===== src/design/escc_pkg.sv =====
`timescale 1ns / 1ps
// Shared types, constants and calendar helper functions for the epoch seconds converter.
// No dependencies.
package escc_pkg;

    typedef enum logic [2:0] {
        S_IDLE,
        S_YEAR,
        S_MONTH,
        S_DAY,
        S_DAYM,
        S_HOUR,
        S_MIN,
        S_SEC
    } t_state;

    // configuration register indexes
    localparam logic CfgEpoch  = 1'b0;
    localparam logic CfgLatest = 1'b1;

    localparam logic [11:0] EpochReset  = 12'd2000;
    localparam logic [11:0] LatestReset = 12'd2099;

    localparam logic [31:0] SecsDay      = 32'd86400;
    localparam logic [31:0] SecsHour     = 32'd3600;
    localparam logic [31:0] SecsMin      = 32'd60;
    localparam logic [31:0] SecsYear     = 32'd31536000;
    localparam logic [31:0] SecsLeapYear = 32'd31622400;

    // reciprocal of 25 scaled by 2^16, exact for all 12-bit years
    localparam logic [11:0] Recip25 = 12'd2622;

    // Gregorian leap rule; 100 = 4*25 and 400 = 16*25
    function automatic logic f_is_leap(input logic [11:0] y);
        logic [23:0] prod;
        logic [7:0]  q;
        logic [11:0] q25;
        logic        div25;
        prod  = {12'd0, y} * {12'd0, Recip25};
        q     = prod[23:16];
        q25   = ({4'd0, q} << 4) + ({4'd0, q} << 3) + {4'd0, q};
        div25 = (q25 == y);
        return (y[1:0] == 2'd0) && !(div25 && (y[3:0] != 4'd0));
    endfunction

    function automatic logic [31:0] f_year_secs(input logic leap);
        return leap ? SecsLeapYear : SecsYear;
    endfunction

    // months 0 and 13..15 count as zero days
    function automatic logic [31:0] f_month_secs(input logic leap, input logic [3:0] m);
        logic [31:0] s;
        case (m)
            4'd1, 4'd3, 4'd5, 4'd7, 4'd8, 4'd10, 4'd12: s = 32'd2678400;
            4'd4, 4'd6, 4'd9, 4'd11:                    s = 32'd2592000;
            4'd2:    s = leap ? 32'd2505600 : 32'd2419200;
            default: s = 32'd0;
        endcase
        return s;
    endfunction

endpackage


===== src/design/escc_alu.sv =====
`timescale 1ns / 1ps
// Shared 32-bit add / subtract unit with borrow flag used by the sequencer.
// Depends on nothing.
module escc_alu (
    input  logic [31:0] i_a,
    input  logic [31:0] i_b,
    input  logic        i_sub,
    output logic [31:0] o_res,
    output logic        o_borrow
);
    logic [32:0] w_sum;

    always_comb begin
        if (i_sub) begin
            w_sum = {1'b0, i_a} - {1'b0, i_b};
        end else begin
            w_sum = {1'b0, i_a} + {1'b0, i_b};
        end
    end

    assign o_res    = w_sum[31:0];
    // for subtract, set when i_b > i_a
    assign o_borrow = i_sub & w_sum[32];
endmodule


===== src/design/epoch_seconds_calendar_converter.sv =====
`timescale 1ns / 1ps
// Top level: seconds count <-> Gregorian date converter, sequencer and datapath.
// Depends on escc_pkg and escc_alu.
//
// channel   direction  handshake                    payload
// command   in         start, busy                  i_mode, i_sec_count_in, i_cal_*, i_*_of_*
// result    out        o_result_valid (1 cycle)     o_out_*
// config    in         i_cfg_valid, o_cfg_ready     i_cfg_index, i_cfg_data
//
// One shared adder/subtractor does one year, month, day, hour or minute step per cycle.
// Count to date walks years, months (up to 12), days (up to 31), hours (up to 24) and minutes (up to 60),
// then takes the remainder as seconds. Date to count adds years, months, days, a day back off, hours, minutes, seconds.
// Reset clears the sequencer and loads 2000 / 2099 into the epoch / latest registers.
// The result strobe lasts one cycle; the receiver cannot stall. busy is low in that cycle.
module epoch_seconds_calendar_converter
    import escc_pkg::*;
(
    input  logic        i_clk,
    input  logic        i_rst_n,
    input  logic        start,
    output logic        busy,
    input  logic        i_mode,
    input  logic [31:0] i_sec_count_in,
    input  logic [11:0] i_cal_year,
    input  logic [3:0]  i_cal_month,
    input  logic [4:0]  i_day_of_month,
    input  logic [4:0]  i_hour_of_day,
    input  logic [5:0]  i_minute_of_hour,
    input  logic [5:0]  i_second_of_minute,
    output logic        o_result_valid,
    output logic [31:0] o_out_sec_count,
    output logic [11:0] o_out_year,
    output logic [3:0]  o_out_month,
    output logic [4:0]  o_out_day,
    output logic [4:0]  o_out_hour,
    output logic [5:0]  o_out_minute,
    output logic [5:0]  o_out_second,
    output logic        o_out_leap,
    input  logic        i_cfg_valid,
    output logic        o_cfg_ready,
    input  logic        i_cfg_index,
    input  logic [11:0] i_cfg_data
);
    t_state      r_state, n_state;
    logic        r_mode, n_mode;
    logic [31:0] r_acc, n_acc;
    logic [31:0] r_cnt, n_cnt;
    logic [11:0] r_iter, n_iter;
    logic        r_itleap, n_itleap;
    logic [11:0] r_year, n_year;
    logic        r_leap, n_leap;
    logic [3:0]  r_month, n_month;
    logic [4:0]  r_day, n_day;
    logic [4:0]  r_hour, n_hour;
    logic [5:0]  r_min, n_min;
    logic [5:0]  r_sec, n_sec;
    logic        r_done, n_done;
    logic [11:0] r_epoch, r_latest;

    logic [31:0] alu_b, alu_res;
    logic        alu_sub, alu_borrow;
    logic [11:0] iter_inc;
    logic [11:0] clamp_year;

    escc_alu u_alu (
        .i_a      (r_acc),
        .i_b      (alu_b),
        .i_sub    (alu_sub),
        .o_res    (alu_res),
        .o_borrow (alu_borrow)
    );

    assign iter_inc = r_iter + 12'd1;

    // raise to epoch first, then lower to latest
    always_comb begin
        clamp_year = i_cal_year;
        if (clamp_year < r_epoch) begin
            clamp_year = r_epoch;
        end
        if (clamp_year > r_latest) begin
            clamp_year = r_latest;
        end
    end

    // config registers
    assign o_cfg_ready = 1'b1;

    always_ff @(posedge i_clk) begin
        if (!i_rst_n) begin
            r_epoch  <= EpochReset;
            r_latest <= LatestReset;
        end else if (i_cfg_valid && o_cfg_ready) begin
            case (i_cfg_index)
                CfgEpoch:  r_epoch  <= i_cfg_data;
                CfgLatest: r_latest <= i_cfg_data;
                default: ;
            endcase
        end
    end

    always_ff @(posedge i_clk) begin
        if (!i_rst_n) begin
            r_state <= S_IDLE;
            r_done  <= 1'b0;
        end else begin
            r_state <= n_state;
            r_done  <= n_done;
        end
    end

    always_ff @(posedge i_clk) begin
        r_mode   <= n_mode;
        r_acc    <= n_acc;
        r_cnt    <= n_cnt;
        r_iter   <= n_iter;
        r_itleap <= n_itleap;
        r_year   <= n_year;
        r_leap   <= n_leap;
        r_month  <= n_month;
        r_day    <= n_day;
        r_hour   <= n_hour;
        r_min    <= n_min;
        r_sec    <= n_sec;
    end

    always_comb begin
        n_state  = r_state;
        n_mode   = r_mode;
        n_acc    = r_acc;
        n_cnt    = r_cnt;
        n_iter   = r_iter;
        n_itleap = r_itleap;
        n_year   = r_year;
        n_leap   = r_leap;
        n_month  = r_month;
        n_day    = r_day;
        n_hour   = r_hour;
        n_min    = r_min;
        n_sec    = r_sec;
        n_done   = 1'b0;
        alu_b    = 32'd0;
        alu_sub  = !r_mode;

        case (r_state)
            S_IDLE: begin
                if (start) begin
                    n_mode   = i_mode;
                    n_iter   = r_epoch;
                    n_itleap = f_is_leap(r_epoch);
                    if (!i_mode) begin
                        n_acc   = i_sec_count_in;
                        n_cnt   = i_sec_count_in;
                        n_month = 4'd1;
                        n_day   = 5'd1;
                        n_hour  = 5'd0;
                        n_min   = 6'd0;
                        n_sec   = 6'd0;
                    end else begin
                        n_acc   = 32'd0;
                        n_year  = clamp_year;
                        n_leap  = f_is_leap(clamp_year);
                        n_month = i_cal_month;
                        n_day   = i_day_of_month;
                        n_hour  = i_hour_of_day;
                        n_min   = i_minute_of_hour;
                        n_sec   = i_second_of_minute;
                    end
                    n_state = S_YEAR;
                end
            end
            S_YEAR: begin
                alu_b = f_year_secs(r_itleap);
                if (!r_mode) begin
                    if (!alu_borrow) begin
                        n_acc    = alu_res;
                        n_iter   = iter_inc;
                        n_itleap = f_is_leap(iter_inc);
                    end else begin
                        n_year  = r_iter;
                        n_leap  = r_itleap;
                        n_state = S_MONTH;
                    end
                end else begin
                    if (r_iter < r_year) begin
                        n_acc    = alu_res;
                        n_iter   = iter_inc;
                        n_itleap = f_is_leap(iter_inc);
                    end else begin
                        n_iter  = 12'd1;
                        n_state = S_MONTH;
                    end
                end
            end
            S_MONTH: begin
                if (!r_mode) begin
                    alu_b = f_month_secs(r_leap, r_month);
                    if ((r_month < 4'd12) && !alu_borrow) begin
                        n_acc   = alu_res;
                        n_month = r_month + 4'd1;
                    end else begin
                        n_state = S_DAY;
                    end
                end else begin
                    alu_b = f_month_secs(r_leap, r_iter[3:0]);
                    if (r_iter[3:0] < r_month) begin
                        n_acc  = alu_res;
                        n_iter = iter_inc;
                    end else begin
                        n_state = S_DAY;
                    end
                end
            end
            S_DAY: begin
                if (!r_mode) begin
                    alu_b = SecsDay;
                    if (!alu_borrow) begin
                        n_acc = alu_res;
                        n_day = r_day + 5'd1;
                    end else begin
                        n_state = S_HOUR;
                    end
                end else begin
                    alu_b   = {27'd0, r_day} * SecsDay;
                    n_acc   = alu_res;
                    n_state = S_DAYM;
                end
            end
            S_DAYM: begin
                // day of month is 1-based: take one day back off
                alu_sub = 1'b1;
                alu_b   = SecsDay;
                n_acc   = alu_res;
                n_state = S_HOUR;
            end
            S_HOUR: begin
                if (!r_mode) begin
                    alu_b = SecsHour;
                    if (!alu_borrow) begin
                        n_acc  = alu_res;
                        n_hour = r_hour + 5'd1;
                    end else begin
                        n_state = S_MIN;
                    end
                end else begin
                    alu_b   = {27'd0, r_hour} * SecsHour;
                    n_acc   = alu_res;
                    n_state = S_MIN;
                end
            end
            S_MIN: begin
                if (!r_mode) begin
                    alu_b = SecsMin;
                    if (!alu_borrow) begin
                        n_acc = alu_res;
                        n_min = r_min + 6'd1;
                    end else begin
                        n_sec   = r_acc[5:0];
                        n_done  = 1'b1;
                        n_state = S_IDLE;
                    end
                end else begin
                    alu_b   = {20'd0, 12'd60 * {6'd0, r_min}};
                    n_acc   = alu_res;
                    n_state = S_SEC;
                end
            end
            S_SEC: begin
                alu_b   = {26'd0, r_sec};
                n_acc   = alu_res;
                n_cnt   = alu_res;
                n_done  = 1'b1;
                n_state = S_IDLE;
            end
            default: begin
                n_state = S_IDLE;
            end
        endcase
    end

    assign busy            = (r_state != S_IDLE);
    assign o_result_valid  = r_done;
    assign o_out_sec_count = r_cnt;
    assign o_out_year      = r_year;
    assign o_out_month     = r_month;
    assign o_out_day       = r_day;
    assign o_out_hour      = r_hour;
    assign o_out_minute    = r_min;
    assign o_out_second    = r_sec;
    assign o_out_leap      = r_leap;

    // busy is raised after an accepted start
    a_start_busy: assert property (@(posedge i_clk) disable iff (!i_rst_n)
        start && !busy |=> busy)
        else $error("busy not raised after start");

    a_done_after_busy: assert property (@(posedge i_clk) disable iff (!i_rst_n)
        o_result_valid |-> $past(busy))
        else $error("result strobe without a conversion");

    // count to date always yields a normalized time of day and month
    a_mode0_range: assert property (@(posedge i_clk) disable iff (!i_rst_n)
        o_result_valid && !r_mode |-> (o_out_month >= 4'd1) && (o_out_month <= 4'd12)
            && (o_out_hour < 5'd24) && (o_out_minute < 6'd60) && (o_out_second < 6'd60))
        else $error("count to date result out of range");

    a_mode1_clamp: assert property (@(posedge i_clk) disable iff (!i_rst_n)
        o_result_valid && r_mode |-> (o_out_year <= r_latest))
        else $error("clamped year above latest year");
endmodule


===== config.mk =====
export PLATFORM = sky130hd
export DESIGN_NAME = epoch_seconds_calendar_converter
export DESIGN_NICKNAME = d
export VERILOG_FILES = /design/src/design/escc_pkg.sv /design/src/design/escc_alu.sv /design/src/design/epoch_seconds_calendar_converter.sv
export SDC_FILE = /design/constraint.sdc
export NUM_CORES = 1
export LEC_CHECK = 0
export BUFFER_PORTS_ARGS = -buffer_cell sky130_fd_sc_hd__buf_2
export CORE_MARGIN = 2
export CORE_UTILIZATION = 45
export CTS_BUF_LIST = sky130_fd_sc_hd__clkbuf_8
export CTS_CLUSTER_DIAMETER = 100
export CTS_CLUSTER_SIZE = 30
export DETAILED_ROUTE_END_ITERATION = 7
export GPL_TIMING_DRIVEN = 0
export HOLD_SLACK_MARGIN = 0.05
export PLACE_DENSITY = 0.66
export SLEW_MARGIN = 40
export SYNTH_ARGS = -nofsm -noshare
export SYNTH_HDL_FRONTEND = slang
export SYNTH_SLANG_ARGS = --single-unit
export TNS_END_PERCENT = 100

===== constraint.sdc =====
create_clock -name i_clk -period 12.6 [get_ports i_clk]
set_input_delay 2.52 -clock i_clk [delete_from_list [all_inputs] [get_ports i_clk]]
set_output_delay 2.52 -clock i_clk [all_outputs]
set_load 0.01 [all_outputs]

### Yosys cells after proc, flatten, opt, wreduce, memory -nomap -nowiden

Cells that the tools add are included.

| storage, ports and cells | value |
|---|---|
| flip-flop bits (word level) | 145 |
| input bits | 88 |

| operators by class | value |
|---|---|
| $add $sub $neg | 13 |
| multipliers | 6 |
| order comparisons | 5 |
| eq/ne operators | 61 |
| multiplexer cells | 90 |
| bitwise operators | 2 |
| reductions and logical operators | 47 |

Operator list:

| cell | number |
|---|---|
| $mux W32 | 12 |
| $pmux W32 S7 | 1 |
| $pmux W32 S5 | 1 |
| $mux W12 | 13 |
| $pmux W22 S3 | 2 |
| $mul A12 B11 Y23 const B | 3 |
| $pmux W32 S2 | 1 |
| $mux W6 | 8 |
| $eq A4 B4 Y1 const B | 10 |
| $mux W5 | 8 |
| $mux W3 | 13 |
| $add A12 B11 Y12 | 3 |
| $add A12 B8 Y12 | 3 |
| $eq A12 B12 Y1 | 3 |
| $mux W18 | 2 |
| $pmux W12 S3 | 1 |
| $add A32 B32 Y33 | 1 |
| $mux W33 | 1 |
| $ne A3 B3 Y1 const B | 11 |
| $sub A32 B32 Y33 | 1 |
| $eq A4 B3 Y1 const B | 8 |
| $ne A2 B2 Y1 const B | 16 |
| $reduce_and A4 Y1 | 7 |
| $lt A12 B12 Y1 | 2 |
| other kinds (42) | 93 |

### Longest topological paths before layout

| depth | value |
|---|---|
| word-level depth | 14 |
| depth in mapped cells | 53 |
| gate-level depth less buffers | 51 |

### Modules after synthesis

A second synthesis with hierarchy kept.

| unflattened totals | value |
|---|---|
| cells, all modules | 2,542 |
| area total of the unflattened synthesis | 22,430.3 sq um |

Modules (own cells, without submodules):

| module | times used | cells an instance | area each (sq um) |
|---|---|---|---|
| epoch_seconds_calendar_converter | 1 | 2,150 | 19,770.2 |
| escc_alu | 1 | 392 | 2,660.1 |

### Worst setup path after synthesis

OpenSTA, ideal clock, no wires.

| path | value |
|---|---|
| path type | in2reg |
| start point | input port i_cal_year[7] |
| end point | register r_leap, in the netlist o_out_leap (data pin) |
| library setup time | 0.267 ns |
| arrival | 12.734 ns |
| setup slack | -0.401 ns |
| cell stages on the path | 46 |
| path through | ha_1 > nand2_1 > nor3_1 > a21oi_1 > o21ai_1 > buf_2 > mux2_2 > ha_1 > nand4_1 > a211oi_1 > a2111oi_0 > nor2_1 > clkbuf_1 > clkbuf_1 > a21oi_1 > inv_1 > fa_1 > inv_1 > [... 10 more ...] > nor2b_1 > o21a_1 > or2_2 > a21oi_1 > xor2_1 > fa_1 > inv_1 > ha_1 > a21o_1 > a21oi_1 > o21ai_0 > o21ai_0 > nand2b_1 > a21oi_1 > xnor2_1 > xnor2_1 > nor3_1 > a31oi_1 |

| between the ends | value |
|---|---|
| cells in the longest elaborated chain, start to end | 14 |
| elaborated cells on any way between the ends | 16 |
| those cells by class | add/sub: 2; mul: 1; order compare: 2; eq/ne: 1; mux: 5; reduce/logical: 5 |

RTL lines:

| item | RTL line | source |
|---|---|---|
| start: declaration | epoch_seconds_calendar_converter.sv:24 | `input logic [11:0] i_cal_year,` |
| $lt A12 B12 Y1 | epoch_seconds_calendar_converter.sv:78 | `if (clamp_year < r_epoch) begin` |
| $mux W12 (*) | epoch_seconds_calendar_converter.sv:78 |  |
| $gt A12 B12 Y1 | epoch_seconds_calendar_converter.sv:81 | `if (clamp_year > r_latest) begin` |
| $mux W12 (*) | epoch_seconds_calendar_converter.sv:81 |  |
| $mul A12 B11 Y23 | escc_pkg.sv:39 | `prod = {12'd0, y} * {12'd0, Recip25};` |
| $add A12 B11 Y12 | escc_pkg.sv:41 | `q25 = ({4'd0, q} << 4) + ({4'd0, q} << 3) + {4'd0, q};` |
| $add A12 B8 Y12 | escc_pkg.sv:41 |  |
| $eq A12 B12 Y1 | escc_pkg.sv:42 | `div25 = (q25 == y);` |
| $logic_and A1 B1 Y1 | escc_pkg.sv:43 | `return (y[1:0] == 2'd0) && !(div25 && (y[3:0] != 4'd0));` |
| $logic_not A1 Y1 | escc_pkg.sv:43 |  |
| $logic_and A1 B1 Y1 (*) | escc_pkg.sv:43 |  |
| $mux W1 (*) | epoch_seconds_calendar_converter.sv:151 | `if (!i_mode) begin` |
| $mux W1 (*) | epoch_seconds_calendar_converter.sv:147 | `if (start) begin` |
| $pmux W1 S2 (*) | epoch_seconds_calendar_converter.sv:145 | `case (r_state)` |
| net n_leap | epoch_seconds_calendar_converter.sv:51 | `logic r_leap, n_leap;` |
| end signal: assignment | epoch_seconds_calendar_converter.sv:119 | `r_leap <= n_leap;` |
| end: declaration | epoch_seconds_calendar_converter.sv:51 |  |

The timed path passes the listed nets; every way through them passes the cells marked *. The select of a mux whose other input is x is not followed.
A chain may end at the register's enable or synchronous reset.

### Final worst setup path

| path | value |
|---|---|
| start point | input port i_cal_year[2] |
| end point | register r_leap, in the netlist o_out_leap (data pin) |

Same word-level chain as after synthesis.

==> Flow_metrics.wiki <==
{| class="wikitable"
! Metric !! Value
|-
| Count of max-cap constraint violations || 0
|-
| Post-synth ARST share || 0
|-
| Post-synthesis instance total || 2,382
|-
| Measured slew at the worst slew-check pin || around 0.85 ns
|-
| Mapped cell area || 0.0216 mm²
|-
| Post-Synth Adder-Cell Area || 0.384
|-
| Skew-Pair Late Insertion Delay || 0.51 ns
|-
| Layout Area Growth over Synthesis || 13.6%
|-
| Flip-flop and latch area || 0.00408 mm²
|-
| DIE WIDTH || 223 µm
|-
| Fmax || a little over 80 MHz
|-
| HP Class || reg2reg
|-
| Final slew viol count || 0
|-
| Post-synth cell types || 86
|-
| Synth Flop Type || edfxtp_1
|-
| Top cell by count, worst path || fa_1
|-
| Most area-consuming cells after synthesis || ha_1, edfxtp_1, fa_1
|-
| CTS tree || done
|-
| Clk sinks || 145
|-
| Clock Skews || 0.0296 ns
|-
| Area fraction in compound gates after synthesis || 0.144
|-
| Launching element type of the critical path || input port
|-
| Combinational family with the most area after synthesis || adder cells
|-
| Portion of netlist area occupied by mux cells || 0.0137
|-
| Count of antenna-violating nets left after detailed routing || 0
|-
| Largest net degree at the start of global routing || 22
|-
| Area share of the leading cell type in the synthesized netlist || 0.246
|-
| Starting density of the core || 0.453
|-
| Min Clock Period, post-route || 12.23 ns
|-
| Crit path kind || in2reg
|-
| Clock buffer count from CTS || 17
|-
| Final hold slack || a little under 0.5 ns
|-
| Run status || finished, final reports clean
|-
| Simple-gate area share of the yosys netlist || 0.122
|-
| GR Overflow Total || 0
|-
| Count of flip-flops with a built-in enable after synthesis || approximately 120
|-
| Drt total wl || 60.5 mm
|-
| Arrival time reported for the critical path endpoint || 12.45 ns
|-
| Site Rows || 80
|-
| Placed Cells incl. Taps || 3,160
|-
| Endpoint kind of the worst setup timing path || flip-flop
|-
| Library cell used as clock root buffer || clkbuf_8
|-
| Final Hold Viols || 0
|-
| Die Outline Area || between 0.04 and 0.05 mm²
|-
| Count of buffers inserted at the top-level ports || 160
|-
| Final GP Congestion || roughly 0.93
|-
| Mean post-synth cell area || 9.05 µm²
|-
| Maximum number of buffers from clock root to sink || 2
|-
| DRC violation count after routing || 0
|-
| Post-route core utilization || 0.515
|-
| Initial antenna violation count || 2
|-
| Slowest-stage cell, CP || fa_1
|-
| Die boundary height || 223 µm
|-
| Wirelength per Cell || 18.7 µm
|-
| Total routing usage reported by global routing || 0.243
|-
| HPWL reported at the end of detailed placement || around 48 mm
|-
| CTS HTree Levels || 4
|-
| Number of global-route vias before repair || ~19,000
|-
| DR pass1 iterations || 7
|-
| Setup violations, final || 0
|-
| Max_slew headroom || 0.430
|-
| Core ar. || 0.0475 mm²
|-
| Ratio of final minimum period to clock period || 0.971
|-
| Fillcell total || 4,416
|-
| Count of state elements after synthesis || 145
|-
| Worst Path Max Fanout || 6
|-
| Data required time of the critical path || approximately 13 ns
|-
| First-pass GRT wire length || 96.1 mm
|-
| Most common cell in the netlist || ha_1
|-
| Sequential-to-total area share from yosys stat || 0.189
|-
| Clock slew seen by the registers of the worst setup and hold paths || 0.09 ns
|-
| Initial drt markers || 1,290
|-
| Slowest cell delay on critical path || 0.55 ns
|-
| Io pins || 162
|-
| Most area-hungry cell type in the Yosys netlist || ha_1
|-
| Multi-input gate area || roughly 0.016 mm²
|-
| Net count of the mapped netlist || approximately 3,000
|-
| Nets@finish || about 3,300
|-
| Fraction of synthesized cell area in xor and xnor cells || 0.0746
|-
| DR vias || 18,100
|-
| Most used standard cells in the synthesized netlist || ha_1, inv_1, nand2_1
|-
| Yosys warnings || 0
|-
| DR vias/cell || roughly 5.6
|-
| Ratio of cells with drive above 1 in the final layout || 0.139
|-
| Final non-filler cell total || 3,234
|-
| Antenna diode count || 0
|}
-- flip-flops by register name, summed over array words and instances, names as in the netlist, 3 cells and up --
register         cells
r_iter              12
o_out_second         6
o_out_day            5
o_out_year          12
r_epoch             12
r_state              3
o_out_hour           5
r_latest            12
o_out_sec_count     32
r_acc               32
o_out_month          4
o_out_minute         6
-- final timing paths --
path / startpoint / to / slack [ns] / cells past startpoint
setup / recovery: i_cal_year[2] / o_out_leap / 0.37 / 50
hold / removal: r_latest[3] / r_latest[3] / 0.48 / 2
hold reg to reg: r_latest[3] / r_latest[3] / 0.48 / 2
setup reg to reg: r_epoch[9] / o_out_leap / 1.33 / 50
-- placed cells by master, fill, tap and decap left out, types with 9 or more instances in the layout --
cell,instances
buf_2,169
a211oi_1,10
xor2_1,63
edfxtp_1,117
a21boi_0,17
nor2_1,88
inv_1,330
xor2_2,9
a31oi_1,19
o21ai_0,144
nor2b_1,26
fa_1,145
a21o_1,42
o21a_1,21
a21oi_2,9
nand2_1,206
nand3_1,84
nand2b_1,29
dfxtp_1,27
o211ai_1,28
clkbuf_1,51
o22ai_1,10
nand4_1,14
nor3_1,26
mux2_2,13
ha_1,412
clkbuf_8,17
o21ai_1,12
xnor2_1,106
a21oi_1,96
buf_4,48
ha_4,11
-- critical path, delay by kind of cell --
family                   cells  cell delay (ns)
AO/OA/AOI/OAI               16             2.97
buffers and inverters       11             1.12
multiplexers                 1             0.33
XOR/XNOR                     3             0.49
adder cells (fa/ha/maj)     10             3.85
AND/OR/NAND/NOR              9             1.12
-- layer usage --
| layer | routed length [µm] | track usage | up-vias | share of wire |
|---|---|---|---|---|
| li1 | - | - | 8679 | - |
| met1 | 26000 | 0.310 | 8752 | 0.43 |
| met2 | 28800 | 0.414 | 537 | 0.48 |
| met3 | 3530 | 0.0443 | 129 | 0.058 |
| met4 | 2090 | 0.0853 | 2 | 0.035 |
| met5 | 16 | 0 | - | 0.00026 |
-- area by class of cell --
class,count,area share
Inverter,339,0.0524
Multi-Input combinational cell,1824,0.671
Timing Repair Buffer,209,0.0502
Clock inverter,14,0.00521
Clock buffer,17,0.00955
Buffer,71,0.0135
Sequential cell,145,0.166
Tap cell,615,0.0314
-- kinds of logic (layout without fill, tap and decap cells) --
logic type	count (synthesis)	in the layout
xor gates and xnor gates	182	182
other	1	1
DFF	145	145
muxes	27	27
and+or+nand+nor	549	549
AOI/OAI and AO/OA	490	490
buffers and inverters	413	650
adders and majority gates	575	575
-- per-stage QoR --
step	instance area, µm²	TNS, ns	worst slack [ns]
floorplan	21600	0	0.00222
global placement	23100	-1.70	-1.70
detailed placement	23300	-1.84	-1.84
CTS	23800	0	0.00397
global route	24500	-0.102	-0.102
finish	24500	0	0.367
-- what timing repair did --
| action | in CTS | in global routing |
|---|---|---|
| resized for setup | 27 | 74 |
| setup endpoints to repair | 1 | 1 |
| pin swaps | 9 | 46 |
| hold buffers | 0 | 0 |
| cloned | 0 | 2 |
| buffers inserted | 7 | 37 |
Power is not shown: default switching activity piles up to over one toggle a cycle in this logic, so the estimate is an artifact.
